===== config.mk =====
export PLATFORM = sky130hd
export DESIGN_NAME = extremum_zero_crossing_detector_top
export DESIGN_NICKNAME = d
export VERILOG_FILES = /design/src/hw/rtl/ezcd_pkg.sv /design/src/hw/rtl/ezcd_front.sv /design/src/hw/rtl/ezcd_fifo.sv /design/src/hw/rtl/ezcd_back.sv /design/src/hw/rtl/extremum_zero_crossing_detector_top.sv
export SDC_FILE = /design/constraint.sdc
export NUM_CORES = 1
export LEC_CHECK = 0
export BUFFER_PORTS_ARGS = -buffer_cell sky130_fd_sc_hd__buf_2
export CAP_MARGIN = 20
export CORE_MARGIN = 5
export CORE_UTILIZATION = 58
export CTS_BUF_LIST = sky130_fd_sc_hd__clkbuf_8
export DETAILED_ROUTE_END_ITERATION = 10
export GPL_TIMING_DRIVEN = 0
export PLACE_DENSITY_LB_ADDON = 0.12
export SKIP_CTS_REPAIR_TIMING = 1
export SYNTH_ARGS = -nofsm -noshare
export SYNTH_HDL_FRONTEND = slang
export SYNTH_SLANG_ARGS = --single-unit

===== constraint.sdc =====
create_clock -name clk_i -period 4.5 [get_ports clk_i]
set_input_delay 0.675 -clock clk_i [delete_from_list [all_inputs] [get_ports clk_i]]
set_output_delay 0.675 -clock clk_i [all_outputs]
set_load 0.01 [all_outputs]

===== src/hw/rtl/ezcd_pkg.sv =====
// shared types and constants of the extremum and zero crossing detector
package ezcd_pkg;

  // fixed widths of the result fields
  localparam int unsigned POS_W = 16;
  localparam int unsigned CNT_W = 17;
  localparam logic [CNT_W-1:0] CNT_SAT = '1;

  // event queue between front and back
  localparam int unsigned FIFO_DEPTH = 4;
  localparam int unsigned FIFO_PTR_W = 2;

  // result kinds
  typedef enum logic [1:0] {
    KIND_MAX  = 2'd0,
    KIND_MIN  = 2'd1,
    KIND_ZERO = 2'd2,
    KIND_SUM  = 2'd3
  } kind_e;

  // direction of the first difference
  typedef enum logic [1:0] {
    DIR_NONE = 2'd0,
    DIR_UP   = 2'd1,
    DIR_DN   = 2'd2,
    DIR_FLAT = 2'd3
  } dir_e;

  // events caused by one sample, in emission order
  typedef struct packed {
    logic             zc_vld;
    logic [POS_W-1:0] zc_pos;
    logic             ext_vld;
    logic             ext_min;
    logic [POS_W-1:0] ext_pos;
    logic             ez_vld;
    logic [POS_W-1:0] ez_pos;
    logic             last;
    logic             ovf;
  } ezcd_rec_t;

endpackage


===== src/hw/rtl/ezcd_front.sv =====
// front end: accepts samples and classifies them into event records
module ezcd_front #(
  parameter int unsigned SAMPLE_BITS = 16,
  parameter int unsigned MAX_LEN     = 65536
) (
  input  logic                          clk_i,
  input  logic                          rst_ni,
  input  logic                          in_valid_i,
  output logic                          in_ready_o,
  input  logic signed [SAMPLE_BITS-1:0] sample_i,
  input  logic                          last_i,
  input  logic                          fifo_full_i,
  output logic                          push_o,
  output ezcd_pkg::ezcd_rec_t           rec_o
);
  import ezcd_pkg::*;

  localparam int unsigned IDX_W = $clog2(MAX_LEN + 1);

  logic signed [SAMPLE_BITS-1:0] prev_q;
  dir_e                          pdir_q, entry_q, dir;
  logic [IDX_W-1:0]              idx_q, run_start_q, idx_m1, mid;
  logic [IDX_W:0]                mid_sum;
  logic                          in_run_q, ovf_q;
  logic                          accept, has_prev, len_full;
  logic                          prev_neg, prev_pos, x_neg, x_pos, x_zero;

  assign in_ready_o = !fifo_full_i;
  assign accept     = in_valid_i && in_ready_o;
  assign push_o     = accept;

  // sample and index conditions
  assign has_prev = idx_q != '0;
  assign len_full = idx_q >= IDX_W'(MAX_LEN);
  assign idx_m1   = idx_q - IDX_W'(1);
  assign mid_sum  = {1'b0, run_start_q} + {1'b0, idx_q};
  assign mid      = mid_sum[IDX_W:1];
  assign prev_neg = prev_q[SAMPLE_BITS-1];
  assign prev_pos = !prev_q[SAMPLE_BITS-1] && (prev_q != '0);
  assign x_neg    = sample_i[SAMPLE_BITS-1];
  assign x_zero   = sample_i == '0;
  assign x_pos    = !x_neg && !x_zero;

  // direction of the new difference
  always_comb begin
    if (sample_i > prev_q) begin
      dir = DIR_UP;
    end else if (sample_i < prev_q) begin
      dir = DIR_DN;
    end else begin
      dir = DIR_FLAT;
    end
  end

  // event classification
  always_comb begin
    rec_o         = '0;
    rec_o.zc_pos  = POS_W'(idx_m1);
    rec_o.ez_pos  = POS_W'(idx_q);
    rec_o.ext_pos = POS_W'(idx_m1);
    rec_o.last    = last_i;
    rec_o.ovf     = ovf_q || len_full;
    if (!len_full) begin
      rec_o.ez_vld = x_zero;
      if (has_prev) begin
        rec_o.zc_vld = (prev_neg && x_pos) || (prev_pos && x_neg);
        if (dir != DIR_FLAT) begin
          if (pdir_q == DIR_UP && dir == DIR_DN) begin
            rec_o.ext_vld = 1'b1;
          end else if (pdir_q == DIR_DN && dir == DIR_UP) begin
            rec_o.ext_vld = 1'b1;
            rec_o.ext_min = 1'b1;
          end else if (in_run_q) begin
            rec_o.ext_pos = POS_W'(mid);
            if (entry_q == DIR_UP && dir == DIR_DN) begin
              rec_o.ext_vld = 1'b1;
            end else if (entry_q == DIR_DN && dir == DIR_UP) begin
              rec_o.ext_vld = 1'b1;
              rec_o.ext_min = 1'b1;
            end
          end
        end
      end
    end
  end

  // tracking state, cleared after the last sample of a buffer
  always_ff @(posedge clk_i or negedge rst_ni) begin
    if (!rst_ni) begin
      prev_q      <= '0;
      pdir_q      <= DIR_NONE;
      entry_q     <= DIR_NONE;
      idx_q       <= '0;
      run_start_q <= '0;
      in_run_q    <= 1'b0;
      ovf_q       <= 1'b0;
    end else if (accept) begin
      if (last_i) begin
        prev_q      <= '0;
        pdir_q      <= DIR_NONE;
        entry_q     <= DIR_NONE;
        idx_q       <= '0;
        run_start_q <= '0;
        in_run_q    <= 1'b0;
        ovf_q       <= 1'b0;
      end else if (len_full) begin
        ovf_q <= 1'b1;
      end else begin
        if (has_prev) begin
          if (dir != DIR_FLAT) begin
            in_run_q <= 1'b0;
          end else if (!in_run_q) begin
            in_run_q    <= 1'b1;
            run_start_q <= idx_m1;
            entry_q     <= (pdir_q == DIR_FLAT) ? DIR_NONE : pdir_q;
          end
          pdir_q <= dir;
        end
        prev_q <= sample_i;
        idx_q  <= idx_q + IDX_W'(1);
      end
    end
  end

endmodule


===== src/hw/rtl/ezcd_fifo.sv =====
// short queue of event records between front and back
module ezcd_fifo (
  input  logic                clk_i,
  input  logic                rst_ni,
  input  logic                push_i,
  input  ezcd_pkg::ezcd_rec_t rec_i,
  output logic                full_o,
  input  logic                pop_i,
  output logic                head_vld_o,
  output ezcd_pkg::ezcd_rec_t head_o
);
  import ezcd_pkg::*;

  ezcd_rec_t             mem_q [FIFO_DEPTH];
  logic [FIFO_PTR_W-1:0] wr_q, rd_q;
  logic [FIFO_PTR_W:0]   cnt_q;

  assign full_o     = cnt_q == (FIFO_PTR_W+1)'(FIFO_DEPTH);
  assign head_vld_o = cnt_q != '0;
  assign head_o     = mem_q[rd_q];

  // storage
  always_ff @(posedge clk_i) begin
    if (push_i) begin
      mem_q[wr_q] <= rec_i;
    end
  end

  // pointers and fill count
  always_ff @(posedge clk_i or negedge rst_ni) begin
    if (!rst_ni) begin
      wr_q  <= '0;
      rd_q  <= '0;
      cnt_q <= '0;
    end else begin
      if (push_i) begin
        wr_q <= wr_q + FIFO_PTR_W'(1);
      end
      if (pop_i) begin
        rd_q <= rd_q + FIFO_PTR_W'(1);
      end
      if (push_i && !pop_i) begin
        cnt_q <= cnt_q + (FIFO_PTR_W+1)'(1);
      end else if (pop_i && !push_i) begin
        cnt_q <= cnt_q - (FIFO_PTR_W+1)'(1);
      end
    end
  end

`ifndef SYNTHESIS
  a_cnt_bound: assert property (@(posedge clk_i) disable iff (!rst_ni)
    cnt_q <= (FIFO_PTR_W+1)'(FIFO_DEPTH))
    else $error("queue count beyond depth");
  a_no_pop_empty: assert property (@(posedge clk_i) disable iff (!rst_ni)
    pop_i |-> head_vld_o)
    else $error("pop from empty queue");
  a_ptr_gap: assert property (@(posedge clk_i) disable iff (!rst_ni)
    !full_o |-> (FIFO_PTR_W'(wr_q - rd_q) == cnt_q[FIFO_PTR_W-1:0]))
    else $error("pointers disagree with count");
`endif

endmodule


===== src/hw/rtl/ezcd_back.sv =====
// back end: emits events of each record in order, keeps counts, builds the summary
module ezcd_back (
  input  logic                            clk_i,
  input  logic                            rst_ni,
  input  logic                            head_vld_i,
  input  ezcd_pkg::ezcd_rec_t             head_i,
  output logic                            pop_o,
  output logic                            out_valid_o,
  input  logic                            out_ready_i,
  output logic [1:0]                      kind_o,
  output logic [ezcd_pkg::POS_W-1:0]      position_o,
  output logic [ezcd_pkg::CNT_W-1:0]      count_max_o,
  output logic [ezcd_pkg::CNT_W-1:0]      count_min_o,
  output logic [ezcd_pkg::CNT_W-1:0]      count_zero_o,
  output logic                            imf_ok_o,
  output logic                            overflow_o,
  output logic                            final_res_o
);
  import ezcd_pkg::*;

  logic [3:0]       req, pend, sel, rest, served_q;
  logic             out_en, load;
  logic [CNT_W-1:0] cmax_q, cmin_q, czero_q;
  logic [CNT_W:0]   ext_sum, zero_ext;
  logic             imf_ok;
  logic             vld_q, imf_q, ovf_q, fin_q;
  logic [1:0]       kind_q;
  logic [POS_W-1:0] pos_q;
  logic [CNT_W-1:0] omax_q, omin_q, ozero_q;
  logic [1:0]       kind_d;
  logic [POS_W-1:0] pos_d;

  // pending results of the head record, lowest bit first
  assign req    = {head_i.last, head_i.ez_vld, head_i.ext_vld, head_i.zc_vld}
                  & {4{head_vld_i}};
  assign pend   = req & ~served_q;
  assign sel    = pend & (~pend + 4'd1);
  assign rest   = pend & ~sel;
  assign out_en = !vld_q || out_ready_i;
  assign load   = out_en && (pend != '0);
  assign pop_o  = head_vld_i && ((pend == '0) || (load && (rest == '0)));

  // imf check on the current counts
  assign ext_sum  = {1'b0, cmax_q} + {1'b0, cmin_q};
  assign zero_ext = {1'b0, czero_q};
  assign imf_ok   = (ext_sum >= zero_ext) ? ((ext_sum - zero_ext) <= (CNT_W+1)'(1))
                                          : ((zero_ext - ext_sum) <= (CNT_W+1)'(1));

  // kind and position of the selected result
  always_comb begin
    kind_d = KIND_SUM;
    pos_d  = '0;
    if (sel[0]) begin
      kind_d = KIND_ZERO;
      pos_d  = head_i.zc_pos;
    end else if (sel[1]) begin
      kind_d = head_i.ext_min ? KIND_MIN : KIND_MAX;
      pos_d  = head_i.ext_pos;
    end else if (sel[2]) begin
      kind_d = KIND_ZERO;
      pos_d  = head_i.ez_pos;
    end
  end

  // served mask and counters
  always_ff @(posedge clk_i or negedge rst_ni) begin
    if (!rst_ni) begin
      served_q <= '0;
      cmax_q   <= '0;
      cmin_q   <= '0;
      czero_q  <= '0;
    end else begin
      if (pop_o) begin
        served_q <= '0;
      end else if (load) begin
        served_q <= served_q | sel;
      end
      if (load) begin
        if (sel[3]) begin
          cmax_q  <= '0;
          cmin_q  <= '0;
          czero_q <= '0;
        end else if (sel[1]) begin
          if (head_i.ext_min) begin
            cmin_q <= (cmin_q == CNT_SAT) ? cmin_q : cmin_q + CNT_W'(1);
          end else begin
            cmax_q <= (cmax_q == CNT_SAT) ? cmax_q : cmax_q + CNT_W'(1);
          end
        end else begin
          czero_q <= (czero_q == CNT_SAT) ? czero_q : czero_q + CNT_W'(1);
        end
      end
    end
  end

  // output register valid
  always_ff @(posedge clk_i or negedge rst_ni) begin
    if (!rst_ni) begin
      vld_q <= 1'b0;
    end else if (out_en) begin
      vld_q <= load;
    end
  end

  // output register payload
  always_ff @(posedge clk_i) begin
    if (load) begin
      kind_q  <= kind_d;
      pos_q   <= pos_d;
      fin_q   <= sel[3];
      omax_q  <= sel[3] ? cmax_q : '0;
      omin_q  <= sel[3] ? cmin_q : '0;
      ozero_q <= sel[3] ? czero_q : '0;
      imf_q   <= sel[3] && imf_ok;
      ovf_q   <= sel[3] && head_i.ovf;
    end
  end

  assign out_valid_o  = vld_q;
  assign kind_o       = kind_q;
  assign position_o   = pos_q;
  assign count_max_o  = omax_q;
  assign count_min_o  = omin_q;
  assign count_zero_o = ozero_q;
  assign imf_ok_o     = imf_q;
  assign overflow_o   = ovf_q;
  assign final_res_o  = fin_q;

`ifndef SYNTHESIS
  a_served_subset: assert property (@(posedge clk_i) disable iff (!rst_ni)
    (served_q & ~req) == '0)
    else $error("served mask holds a result the head does not have");
  a_final_is_sum: assert property (@(posedge clk_i) disable iff (!rst_ni)
    out_valid_o |-> (final_res_o == (kind_o == KIND_SUM)))
    else $error("summary flag and kind disagree");
  a_sum_clears: assert property (@(posedge clk_i) disable iff (!rst_ni)
    (load && sel[3]) |=> (cmax_q == '0 && cmin_q == '0 && czero_q == '0))
    else $error("counters not cleared after summary");
  a_hold_stall: assert property (@(posedge clk_i) disable iff (!rst_ni)
    (out_valid_o && !out_ready_i) |=> (served_q == $past(served_q)))
    else $error("record advanced while output stalled");
`endif

endmodule


===== src/hw/rtl/extremum_zero_crossing_detector_top.sv =====
// top level of the extremum and zero crossing detector
//
// Input channel: one signed sample per item with last marking the final sample
// of a buffer; handshake in_valid_i / in_ready_o. Output channel: one event per
// item (maximum, minimum, zero point) or the end-of-buffer summary with counts,
// imf flag and overflow flag; handshake out_valid_o / out_ready_i.
// The front end classifies a sample in the cycle it is accepted and writes an
// event record into a four-entry queue. The back end turns each record into
// zero to three result items, one per cycle while the receiver takes them,
// through a registered output stage, which a sample's first result reaches
// after the queue. Throughput: one sample per cycle in while the queue is not
// full, one result per cycle out while the receiver takes it; a sample holds
// the back end for each result it causes and also when it causes none, so the
// back end sets the sustained rate and the queue absorbs bursts of busy samples.
// When the receiver stalls, the output item holds, the queue fills and in_ready_o
// drops once it is full. Reset clears all tracking state, counters and the queue;
// the block accepts items as soon as reset is released. After the summary the
// state is cleared and the next item starts a new buffer at position zero.
module extremum_zero_crossing_detector_top #(
  parameter int unsigned SAMPLE_BITS = 16,
  parameter int unsigned MAX_LEN     = 65536
) (
  input  logic                          clk_i,
  input  logic                          rst_ni,
  input  logic                          in_valid_i,
  output logic                          in_ready_o,
  input  logic signed [SAMPLE_BITS-1:0] sample_i,
  input  logic                          last_i,
  output logic                          out_valid_o,
  input  logic                          out_ready_i,
  output logic [1:0]                    kind_o,
  output logic [ezcd_pkg::POS_W-1:0]    position_o,
  output logic [ezcd_pkg::CNT_W-1:0]    count_max_o,
  output logic [ezcd_pkg::CNT_W-1:0]    count_min_o,
  output logic [ezcd_pkg::CNT_W-1:0]    count_zero_o,
  output logic                          imf_ok_o,
  output logic                          overflow_o,
  output logic                          final_res_o
);
  import ezcd_pkg::*;

  logic      push, full, pop, head_vld;
  ezcd_rec_t rec, head;

  // sample classification
  ezcd_front #(
    .SAMPLE_BITS(SAMPLE_BITS),
    .MAX_LEN    (MAX_LEN)
  ) u_front (
    .clk_i      (clk_i),
    .rst_ni     (rst_ni),
    .in_valid_i (in_valid_i),
    .in_ready_o (in_ready_o),
    .sample_i   (sample_i),
    .last_i     (last_i),
    .fifo_full_i(full),
    .push_o     (push),
    .rec_o      (rec)
  );

  // event record queue
  ezcd_fifo u_fifo (
    .clk_i     (clk_i),
    .rst_ni    (rst_ni),
    .push_i    (push),
    .rec_i     (rec),
    .full_o    (full),
    .pop_i     (pop),
    .head_vld_o(head_vld),
    .head_o    (head)
  );

  // result emission
  ezcd_back u_back (
    .clk_i       (clk_i),
    .rst_ni      (rst_ni),
    .head_vld_i  (head_vld),
    .head_i      (head),
    .pop_o       (pop),
    .out_valid_o (out_valid_o),
    .out_ready_i (out_ready_i),
    .kind_o      (kind_o),
    .position_o  (position_o),
    .count_max_o (count_max_o),
    .count_min_o (count_min_o),
    .count_zero_o(count_zero_o),
    .imf_ok_o    (imf_ok_o),
    .overflow_o  (overflow_o),
    .final_res_o (final_res_o)
  );

endmodule


==> run metrics, run 1 <==
status finished with violations; violated checks setup timing; number of synthesis warnings 0; EDFF count, synth 288; setup slack of the critical path after layout -0.3206 ns; gr ovfl total 0; fin. max-slew vios 0; initial antenna violation count 0; Die X 196.9 microns; vias in the first global route 13520; final standard cell area without fillers 0.02295 sq mm; Min Hold Slack 0.3180 ns; overall fraction of global-route tracks in use 24.01%; part of the total power dissipated in the clock network 20.4%; top cell type's share of synthesized area 42.69%; switching part of the total 37.18%; Syn Inst Count 1650; setup violation total in the final timing report 1; routed length per instance 19.90 microns; global-route wire length before repair 73400 microns; number of cells traversed by the worst register-to-register path 23; maximum number of pins on one net before global-route repair 81; top flip-flop cell by instance count after synthesis sky130_fd_sc_hd__edfxtp_1; clock slew seen by the registers of the worst setup and hold paths 0.06 ns; proportion of power drawn by combinational gates 40.9%; path type of the worst min-delay path in2reg; nature of the critical path endpoint register; IO Count 95; P per Cell Area 660.6 mW/mm^2; dpl hpwl 33320 microns; category of the worst setup path launch point register; number of fill cells 2680; most common cell in the synthesized netlist sky130_fd_sc_hd__edfxtp_1; number of H-tree levels 3; top cells by area, synth sky130_fd_sc_hd__edfxtp_1 43%, sky130_fd_sc_hd__dfrtp_1 15%, sky130_fd_sc_hd__mux4_2 6.0%, sky130_fd_sc_hd__ha_1 5.9%, sky130_fd_sc_hd__nor2_1 2.9%; MaxCap Viol Count 0; worst ir drop on vdd 372.8 uV; sequential element share of the synthesized area 57.38%; Max clock buf depth 3; TritonCTS clock tree built; Die ar. 0.03877 sq mm; Setup Skew 0.03298 ns; sum of routed wire length over all layers 46380 microns; average size of a mapped cell 12.28 sq um; critical path start-end classification reg2reg; transition time at the pin with the least slew margin 0.9775 ns; Synth area leader sky130_fd_sc_hd__edfxtp_1; layout cells sized above 1 16.68%; DRC errors left 0; post-DR vias/cell 5.829; root buf cell sky130_fd_sc_hd__clkbuf_8; total iterations of the first detailed-routing run 5; period utilisation layout 107.1%; leakage component of the power 9.129 nW; worst endpoint required time 4.98 ns; effective utilization at floorplan 58.65%; crit path DAT 5.30 ns; gpl congestion 0.8873; maximum fanout along the worst path 7; instance count after placement with tap cells included 2201; post-synthesis register bit count 407; most instantiated cells after synthesis 288 x sky130_fd_sc_hd__edfxtp_1, 157 x sky130_fd_sc_hd__nor2_1, 119 x sky130_fd_sc_hd__dfrtp_1, 109 x sky130_fd_sc_hd__nand2_1, 96 x sky130_fd_sc_hd__ha_1; share of synthesized registers carrying an async set or reset 29.24%; internal power 9.521 mW; time the final worst path needs with I/O delays and setup 4.821 ns; Yosys cell types 73; area delta synth->final 13.25%; DRC violation total after the first TritonRoute iteration 972; total number of vias 13590; Rel. slew slack 34.23%; Worst Setup Slack post-DPL -0.9677 ns; Inserted Diodes 0; Sink Count 407; DP Area 0.02139 sq mm; Post-Layout Cell Count 2331; Fin. Hold Viols 0; nets in the synthesized netlist 1772; count of nets left with antenna violations after detail routing 0; unrepaired setup endpoints after global routing true; number of buffers inserted during clock tree synthesis 68; portion of total power attributed to sequential cells 38.7%; Fmax 0.2074 GHz; switching component of the power 5.636 mW; latest clock arrival within the worst-skew pair 0.62 ns; synthesized area 0.02026 sq mm; final core utilization 66.43%; die span in y 196.9 microns; number of rows in the core area 68; Core ar. 0.03454 sq mm; net count of the finished layout 1948; Min-Delay Path Depth 3; count of input and output buffers 94
==> per-layer routing <==
metal	wire [microns]	global-route usage [%]
met1	19760	32.43
met2	22950	40.32
met3	2355	3.726
met4	1309	8.089
met5	0	0
==> worst paths after layout <==
check | startpoint | end | slack, ns
worst max-delay path | u_back.cmin_q[0] | u_back.imf_ok_o | -0.32
worst min-delay path | sample_i[8] | u_front.prev_q[8] | 0.32
worst max register to register | u_back.cmin_q[0] | u_back.imf_ok_o | -0.32
worst min register to register | u_front.run_start_q[6] | u_front.run_start_q[6] | 0.49
max in group asynchronous | rst_ni | u_front.idx_q[1] | 3.10
min in group asynchronous | rst_ni | u_back.czero_q[10] | 0.56
==> state kept, by name, indices dropped and copies added, names as in the netlist, 3 cells and up <==
signal and cells:
u_front.idx_q 17, u_back.cmin_q 17, u_fifo.mem_q 216, u_back.cmax_q 17
u_front.prev_q 16, u_back.czero_q 17, u_back.served_q 4, u_front.run_start_q 17
u_back.position_o 16, u_fifo.cnt_q 3, u_back.count_zero_o 17, u_back.count_max_o 17
u_back.count_min_o 17
==> final cells by class <==
class	instances	area [sq um]	share of cell area, %
Sequential cell	407	11630	50.68
Multi-Input combinational cell	1088	8225	35.85
Clock buffer	73	1005	4.379
Timing Repair Buffer	107	616.8	2.688
Tap cell	455	569.3	2.481
Inverter	93	349.1	1.521
Clock inverter	47	280.3	1.221
Buffer	61	271.5	1.183
==> metrics by stage <==
stage | total power, mW | TNS (ns)
floorplan | 10.02 | 0
global placement | 11.85 | -12.81
detailed placement | 11.98 | -0.9677
CTS | 15.11 | -0.9844
global route | 16.11 | -0.4995
finish | 15.16 | -0.3206
==> logic make-up (layout without fill, tap and decap cells) <==
group	Yosys count	count (layout)	share of synthesized area, %
xor+xnor	101	101	4.366
fa+ha+maj	101	101	6.423
mux	67	67	6.682
simple gates	519	519	12.61
compound gates	300	300	9.517
flops	407	407	57.38
buf+inv	155	381	3.020
==> power groups by stage <==
| stage | Sequential (mW) | Clock, mW | Combinational [mW] |
|---|---|---|---|
| floorplan | 6.03 | 0 | 3.99 |
| global placement | 5.96 | 0 | 5.89 |
| detailed placement | 5.93 | 0 | 6.05 |
| CTS | 5.86 | 3.17 | 6.08 |
| global route | 5.95 | 3.35 | 6.81 |
| finish | 5.86 | 3.10 | 6.20 |
==> cells in the final DEF, fill, tap and decap left out, drive strengths merged, types with 21 or more instances in the layout <==
cell type  Yosys  final
o21ai         74     74
inv           92    117
nand3         37     37
nand4         25     25
nand2        109    109
nor2         157    157
clkbuf        48    119
and2          39     39
a21oi         87     87
buf           14    121
mux4          54     54
dfrtp        119    119
edfxtp       288    288
nor3          33     33
xnor2         54     54
ha            96     96
nor4          21     21
xor2          47     47
==> critical path: stages, from the launching register on <==
cell and delay [ns]:
sky130_fd_sc_hd__dfrtp_2 0.41, sky130_fd_sc_hd__ha_4 0.15, sky130_fd_sc_hd__inv_1 0.05, sky130_fd_sc_hd__fa_2 0.40, sky130_fd_sc_hd__nor2b_2 0.14, sky130_fd_sc_hd__o21ai_2 0.07
sky130_fd_sc_hd__a21boi_2 0.21, sky130_fd_sc_hd__o2111ai_2 0.19, sky130_fd_sc_hd__a21boi_2 0.22, sky130_fd_sc_hd__o31a_1 0.24, sky130_fd_sc_hd__o21ba_4 0.18, sky130_fd_sc_hd__a21boi_2 0.07
sky130_fd_sc_hd__xnor2_1 0.14, sky130_fd_sc_hd__ha_1 0.30, sky130_fd_sc_hd__buf_6 0.13, sky130_fd_sc_hd__mux2_2 0.33, sky130_fd_sc_hd__a22oi_1 0.14, sky130_fd_sc_hd__nand4_1 0.17
sky130_fd_sc_hd__a211oi_2 0.19, sky130_fd_sc_hd__nand4_1 0.17, sky130_fd_sc_hd__a221oi_2 0.23, sky130_fd_sc_hd__o2111ai_1 0.18, sky130_fd_sc_hd__o32ai_2 0.23, sky130_fd_sc_hd__a21o_1 0.17
No activity file was read; power rests on OpenSTA's default activity.
==> inputs of run 2 (changes only) <==
- CAP_MARGIN: 20 -> default
- CORE_MARGIN: 5 -> 2
- CORE_UTILIZATION: 58 -> 30
==> run 2 against run 1 <==
Net effect:
- the flow still finishes with violations (setup timing)
- clock skew increased by 0.0025 ns
- non-clock buffer count increased by 1
- critical path depth unchanged
- final cell count increased by 19%
- hold slack got worse by 0.041 ns
- combinational power increased by 5.8%
- maximum frequency increased by 0.50%
- sequential share of layout area decreased by 1.7 points
- die area increased by 80%
- power increased by 4.3%
- sequential power about the same
- worst setup slack improved by 0.024 ns
- critical endpoint unchanged
- highest routed layer unchanged
==> run metrics, run 2 (synthesis gave the netlist of run 1 again) <==
status finished with violations; violated checks setup timing; startpoint of the worst-slack reg-to-reg timing path u_back.cmax_q[0]; post-DR vias/cell 4.922; DP Area 0.02202 sq mm; Core ar. 0.06704 sq mm; maximum fanout along the worst path 9; path type of the worst min-delay path in2reg; DRC violation total after the first TritonRoute iteration 778; Die X 263.9 microns; global-route wire length before repair 85280 microns; critical path start-end classification reg2reg; Total Neg Setup Slack -0.2966 ns; dpl hpwl 40490 microns; Fmax 0.2085 GHz; maximum number of pins on one net before global-route repair 79; clock slew seen by the registers of the worst setup and hold paths 0.06 ns; crit path DAT 5.31 ns; Min-Delay Path Depth 3; latest clock arrival within the worst-skew pair 0.67 ns; Sink Count 407; root buf cell sky130_fd_sc_hd__clkbuf_8; routed length per instance 20.23 microns; Design Power 15.81 mW; total number of vias 13630; number of rows in the core area 95; effective utilization at floorplan 30.22%; setup violation total in the final timing report 1; total iterations of the first detailed-routing run 5; transition time at the pin with the least slew margin 1.157 ns; Setup Skew 0.03544 ns; initial antenna violation count 3; Worst Hold End u_front.prev_q[8]; most common cell after layout, fill and taps aside sky130_fd_sc_hd__edfxtp_1; reg2reg end u_back.imf_ok_o; setup slack of the critical path after layout -0.2966 ns; count of input and output buffers 94; overall fraction of global-route tracks in use 16.10%; net count of the finished layout 1958; instance count after placement with tap cells included 2623; worst ir drop on vdd 337.5 uV; nature of the critical path endpoint register; number of H-tree levels 3; gpl congestion 0.8314; layout cells sized above 1 17.84%; Worst Setup Slack post-DPL -1.257 ns; origin of the worst min-delay path sample_i[8]; Min Hold Slack 0.2774 ns; number of buffers inserted during clock tree synthesis 77; vias in the first global route 14000; category of the worst setup path launch point register; count of nets left with antenna violations after detail routing 0; sum of routed wire length over all layers 56000 microns; area delta synth->final 17.25%; number of cells traversed by the worst register-to-register path 23; gr ovfl total 0; worst endpoint required time 5.01 ns; commonest cells after routing, fill and taps aside 288 x sky130_fd_sc_hd__edfxtp_1, 157 x sky130_fd_sc_hd__nor2_1, 120 x sky130_fd_sc_hd__inv_1; Fin. Hold Viols 0; unrepaired setup endpoints after global routing true; period utilisation layout 106.6%; register with the most flip-flops u_fifo.mem_q; MaxCap Viol Count 0; number of flip-flops in the largest register 216; Die ar. 0.06963 sq mm; fin. max-slew vios 0; Max clock buf depth 3; register-to-register setup slack -0.30 ns; Post-Layout Cell Count 2769; IO Count 95; die span in y 263.9 microns; final standard cell area without fillers 0.02376 sq mm; final core utilization 35.43%; leakage component of the power 9.276 nW; time the final worst path needs with I/O delays and setup 4.797 ns; DRC errors left 0; Rel. slew slack 22.18%; P per Cell Area 665.5 mW/mm^2; number of fill cells 6688; TritonCTS clock tree built
-- run 2: cell types whose count changed in the layout (fill, tap and decap cells not counted), sizes merged --
cell / change
buf: +4
bufinv: -1
clkbuf: +5
clkinv: +3
clkinvlp: -1
diode: +1
inv: +9
-- run 2: power breakdown --
| group | internal [mW] | switching [mW] | total [mW] |
|---|---|---|---|
| logic | 2.37 | 4.19 | 6.56 |
| registers | 5.52 | 0.353 | 5.87 |
| clock network | 1.78 | 1.60 | 3.38 |
-- run 2: routing by layer --
metal	up-vias	GRT usage [%]	wire length, microns
met4	0	5.805	1449
met5	-	0	0
li1	6499	-	-
met1	6773	21.41	25620
met2	279	26.49	26740
met3	77	2.713	2190
-- run 2: worst max-delay path by stage --
stage | slack, ns | end | from
global route | -0.48 | u_back.imf_ok_o | u_back.cmax_q[0]
finish | -0.30 | u_back.imf_ok_o | u_back.cmax_q[0]
global placement | -1.60 | u_back.czero_q[13] | u_fifo.rd_q[0]
detailed placement | -1.26 | u_back.imf_ok_o | u_back.cmax_q[0]
CTS | -1.32 | u_back.imf_ok_o | u_back.cmax_q[0]
floorplan | 0.03 | u_back.imf_ok_o | u_back.cmin_q[0]
-- run 2: worst max-delay path: stages (launching register included) --
cell and delay, ns:
sky130_fd_sc_hd__dfrtp_2 0.39, sky130_fd_sc_hd__ha_4 0.14, sky130_fd_sc_hd__inv_2 0.03, sky130_fd_sc_hd__fa_2 0.35, sky130_fd_sc_hd__nor2b_2 0.13, sky130_fd_sc_hd__o21ai_2 0.07
sky130_fd_sc_hd__a21boi_2 0.22, sky130_fd_sc_hd__o2111ai_2 0.18, sky130_fd_sc_hd__a21boi_2 0.23, sky130_fd_sc_hd__o31a_1 0.24, sky130_fd_sc_hd__o21ba_4 0.18, sky130_fd_sc_hd__a21boi_4 0.06
sky130_fd_sc_hd__xnor2_1 0.13, sky130_fd_sc_hd__ha_1 0.29, sky130_fd_sc_hd__buf_6 0.14, sky130_fd_sc_hd__mux2_4 0.30, sky130_fd_sc_hd__a22oi_2 0.12, sky130_fd_sc_hd__nand4_1 0.18
sky130_fd_sc_hd__a211oi_2 0.25, sky130_fd_sc_hd__nand4_1 0.18, sky130_fd_sc_hd__a221oi_2 0.24, sky130_fd_sc_hd__o2111ai_2 0.16, sky130_fd_sc_hd__o32ai_2 0.28, sky130_fd_sc_hd__a21o_1 0.16
-- run 2: final cells by class --
class | instances | area [sq um] | share of cell area, %
clock buffers | 81 | 1115 | 4.693
inverters | 93 | 349.1 | 1.470
diodes | 1 | 2.502 | 0.01053
clock inverters | 57 | 309.0 | 1.301
multi-input cells | 1088 | 8268 | 34.80
repair buffers | 109 | 711.9 | 2.997
flip-flops and latches | 407 | 11630 | 48.97
well taps | 873 | 1092 | 4.598
plain buffers | 60 | 274.0 | 1.153
==> inputs of run 3 (changes only) <==
--- a/config.mk
+++ b/config.mk
@@ -9,3 +9,3 @@
 export CORE_MARGIN = 2
-export CORE_UTILIZATION = 30
+export CORE_UTILIZATION = 45
 export CTS_BUF_LIST = sky130_fd_sc_hd__clkbuf_8
--- a/constraint.sdc
+++ b/constraint.sdc
@@ -3,2 +3,2 @@
 set_output_delay 0.675 -clock clk_i [all_outputs]
-set_load 0.01 [all_outputs]
+set_load 0.005 [all_outputs]
==> run 3 against run 2 <==
Net effect:
- the run still ends with setup timing left
- via count is 0.97% higher
- global-route usage is 5.7 points higher
- combinational power is 4.9% lower
- clock-buffer cell count is 5 lower
- clock power is 7.4% lower
- clock skew is 0.014 ns lower
- first-iteration DRC count is 22% higher
- register-to-register slack worse by 0.098 ns
- final area is 2.2% lower
- sequential power hardly changed
==> run metrics, run 3 (synthesis gave the netlist of run 1 again) <==
count of nets left with antenna violations after detail routing 0; switching component of the power 5.741 mW; sum of routed wire length over all layers 50000 microns; Max clock buf depth 3; proportion of power drawn by combinational gates 41.0%; transition time at the pin with the least slew margin 0.9827 ns; IO Count 95; register with the most flip-flops u_fifo.mem_q; met3 wirelength from detailed routing 2365 microns; latest clock arrival within the worst-skew pair 0.62 ns; worst endpoint required time 4.98 ns; root buf cell sky130_fd_sc_hd__clkbuf_8; most common cell after layout, fill and taps aside sky130_fd_sc_hd__edfxtp_1; overall fraction of global-route tracks in use 21.84%; DRC violation total after the first TritonRoute iteration 950; Rel. slew slack 34.49%; Die X 216.2 microns; clock slew seen by the registers of the worst setup and hold paths 0.06 ns; routed length per instance 20.16 microns; vias in the first global route 13860; area delta synth->final 14.64%; first element of the critical path u_back.cmax_q[0]; path type of the worst min-delay path in2async; TritonCTS clock tree built; nature of the critical path endpoint register; number of buffer and inverter instances along the worst setup path 2; critical path start-end classification reg2reg; kind of cell with the highest combined delay on the critical path compound AO/OA/AOI/OAI gates; violated checks setup timing; status finished with violations; time the final worst path needs with I/O delays and setup 4.894 ns; layout cells sized above 1 17.59%; global-route wire length before repair 78410 microns; maximum fanout along the worst path 7; MaxCap Viol Count 0; Fmax 0.2043 GHz; category of the worst setup path launch point register; commonest cells after routing, fill and taps aside 288 x sky130_fd_sc_hd__edfxtp_1, 157 x sky130_fd_sc_hd__nor2_1, 119 x sky130_fd_sc_hd__inv_1; number of fill cells 3889; effective utilization at floorplan 45.72%; CP max stage delay 0.40 ns; wire length the detailed router placed on met1 21470 microns; crit path DAT 5.37 ns; net count of the finished layout 1956; worst ir drop on vdd 360.2 uV; gpl congestion 0.9177; gr ovfl total 0; fin. max-slew vios 0; die span in y 216.2 microns; unrepaired setup endpoints after global routing true; Core ar. 0.04432 sq mm; total number of vias 13760; Total Neg Setup Slack -0.3942 ns; critical path's slowest cell sky130_fd_sc_hd__dfrtp_2; WL met2 24710 microns; internal power 9.478 mW; DRC errors left 0; setup violation total in the final timing report 1; maximum number of pins on one net before global-route repair 65; Sink Count 407; number of rows in the core area 77; startpoint of the worst-slack reg-to-reg timing path u_back.cmax_q[0]; portion of total power attributed to sequential cells 38.4%; Setup Skew 0.02109 ns; switching part of the total 37.72%; number of flip-flops in the largest register 216; number of buffers inserted during clock tree synthesis 72; setup slack of the critical path after layout -0.3942 ns; leakage component of the power 9.216 nW; Post-Layout Cell Count 2480; Die ar. 0.04674 sq mm; post-DR vias/cell 5.548; ordered cell list for the critical path ha_4 -> inv_2 -> fa_2 -> nor2b_2 -> o21ai_2 -> a21boi_2 -> o2111ai_2 -> a21boi_2 -> o31a_1 -> o21ba_4 -> a21boi_4 -> xnor2_2 -> ha_1 -> buf_6 -> mux2_4 -> a22oi_2 -> nand4_1 -> a211oi_2 -> nand4_1 -> a221oi_2 -> o2111ai_2 -> o32ai_2 -> a21o_1; initial antenna violation count 1; dpl hpwl 35720 microns; number of H-tree levels 3; uppermost layer routed met4; count of input and output buffers 94; Fin. Hold Viols 0; P per Cell Area 655.3 mW/mm^2; instance count after placement with tap cells included 2338; part of the total power dissipated in the clock network 20.6%; total iterations of the first detailed-routing run 5; period utilisation layout 108.8%
## run 3: metrics by stage
stage / hold slack [ns] / setup WS [ns] / power (mW) / cell area (sq um) / util (%)
after floorplan: 0.3794 / 0.02831 / 9.895 / 20270 / -
after global placement: 0.4678 / -1.054 / 11.93 / 21480 / 48.46
after detailed placement: 0.4727 / -0.9480 / 12.03 / 21560 / 48.65
after CTS: 0.01905 / -1.037 / 15.20 / 22860 / 51.59
after global routing: 0.04042 / -0.6510 / 16.21 / 23230 / 52.41
final: 0.03556 / -0.3942 / 15.22 / 23230 / 52.41
## run 3: per-layer routing
metal | up-vias | global-route usage [%]
li1 | 6488 | -
met1 | 6795 | 28.19
met2 | 379 | 37.08
met3 | 98 | 4.154
met4 | 0 | 7.352
met5 | - | 0
## run 3: power by group through the flow
stage | logic [mW] | clock network (mW) | registers (mW)
global placement | 5.97 | 0 | 5.96
CTS | 6.12 | 3.22 | 5.86
detailed placement | 6.10 | 0 | 5.93
floorplan | 3.99 | 0 | 5.91
global route | 6.88 | 3.39 | 5.94
finish | 6.24 | 3.13 | 5.85
## run 3: area by class of cell
class                           instances  area, sq um  area share, %
Antenna cell                            1        2.502        0.01077
Buffer                                 60        274.0          1.180
Clock buffer                           76         1046          4.503
Clock inverter                         51        255.2          1.099
Inverter                               93        349.1          1.503
Multi-Input combinational cell       1088         8279          35.64
Sequential cell                       407        11630          50.06
Tap cell                              592        740.7          3.189
Timing Repair Buffer                  112        651.9          2.807
## run 3: path summary, 6_finish.rpt
check	end	slack, ns	cells after the start
max	u_back.imf_ok_o	-0.39	23
min	u_back.czero_q[5]	0.04	1
max reg2reg	u_back.imf_ok_o	-0.39	23
min reg2reg	u_front.run_start_q[7]	0.48	2
max in group asynchronous	u_front.run_start_q[7]	3.68	2
min in group clk_i	u_front.prev_q[11]	0.30	3
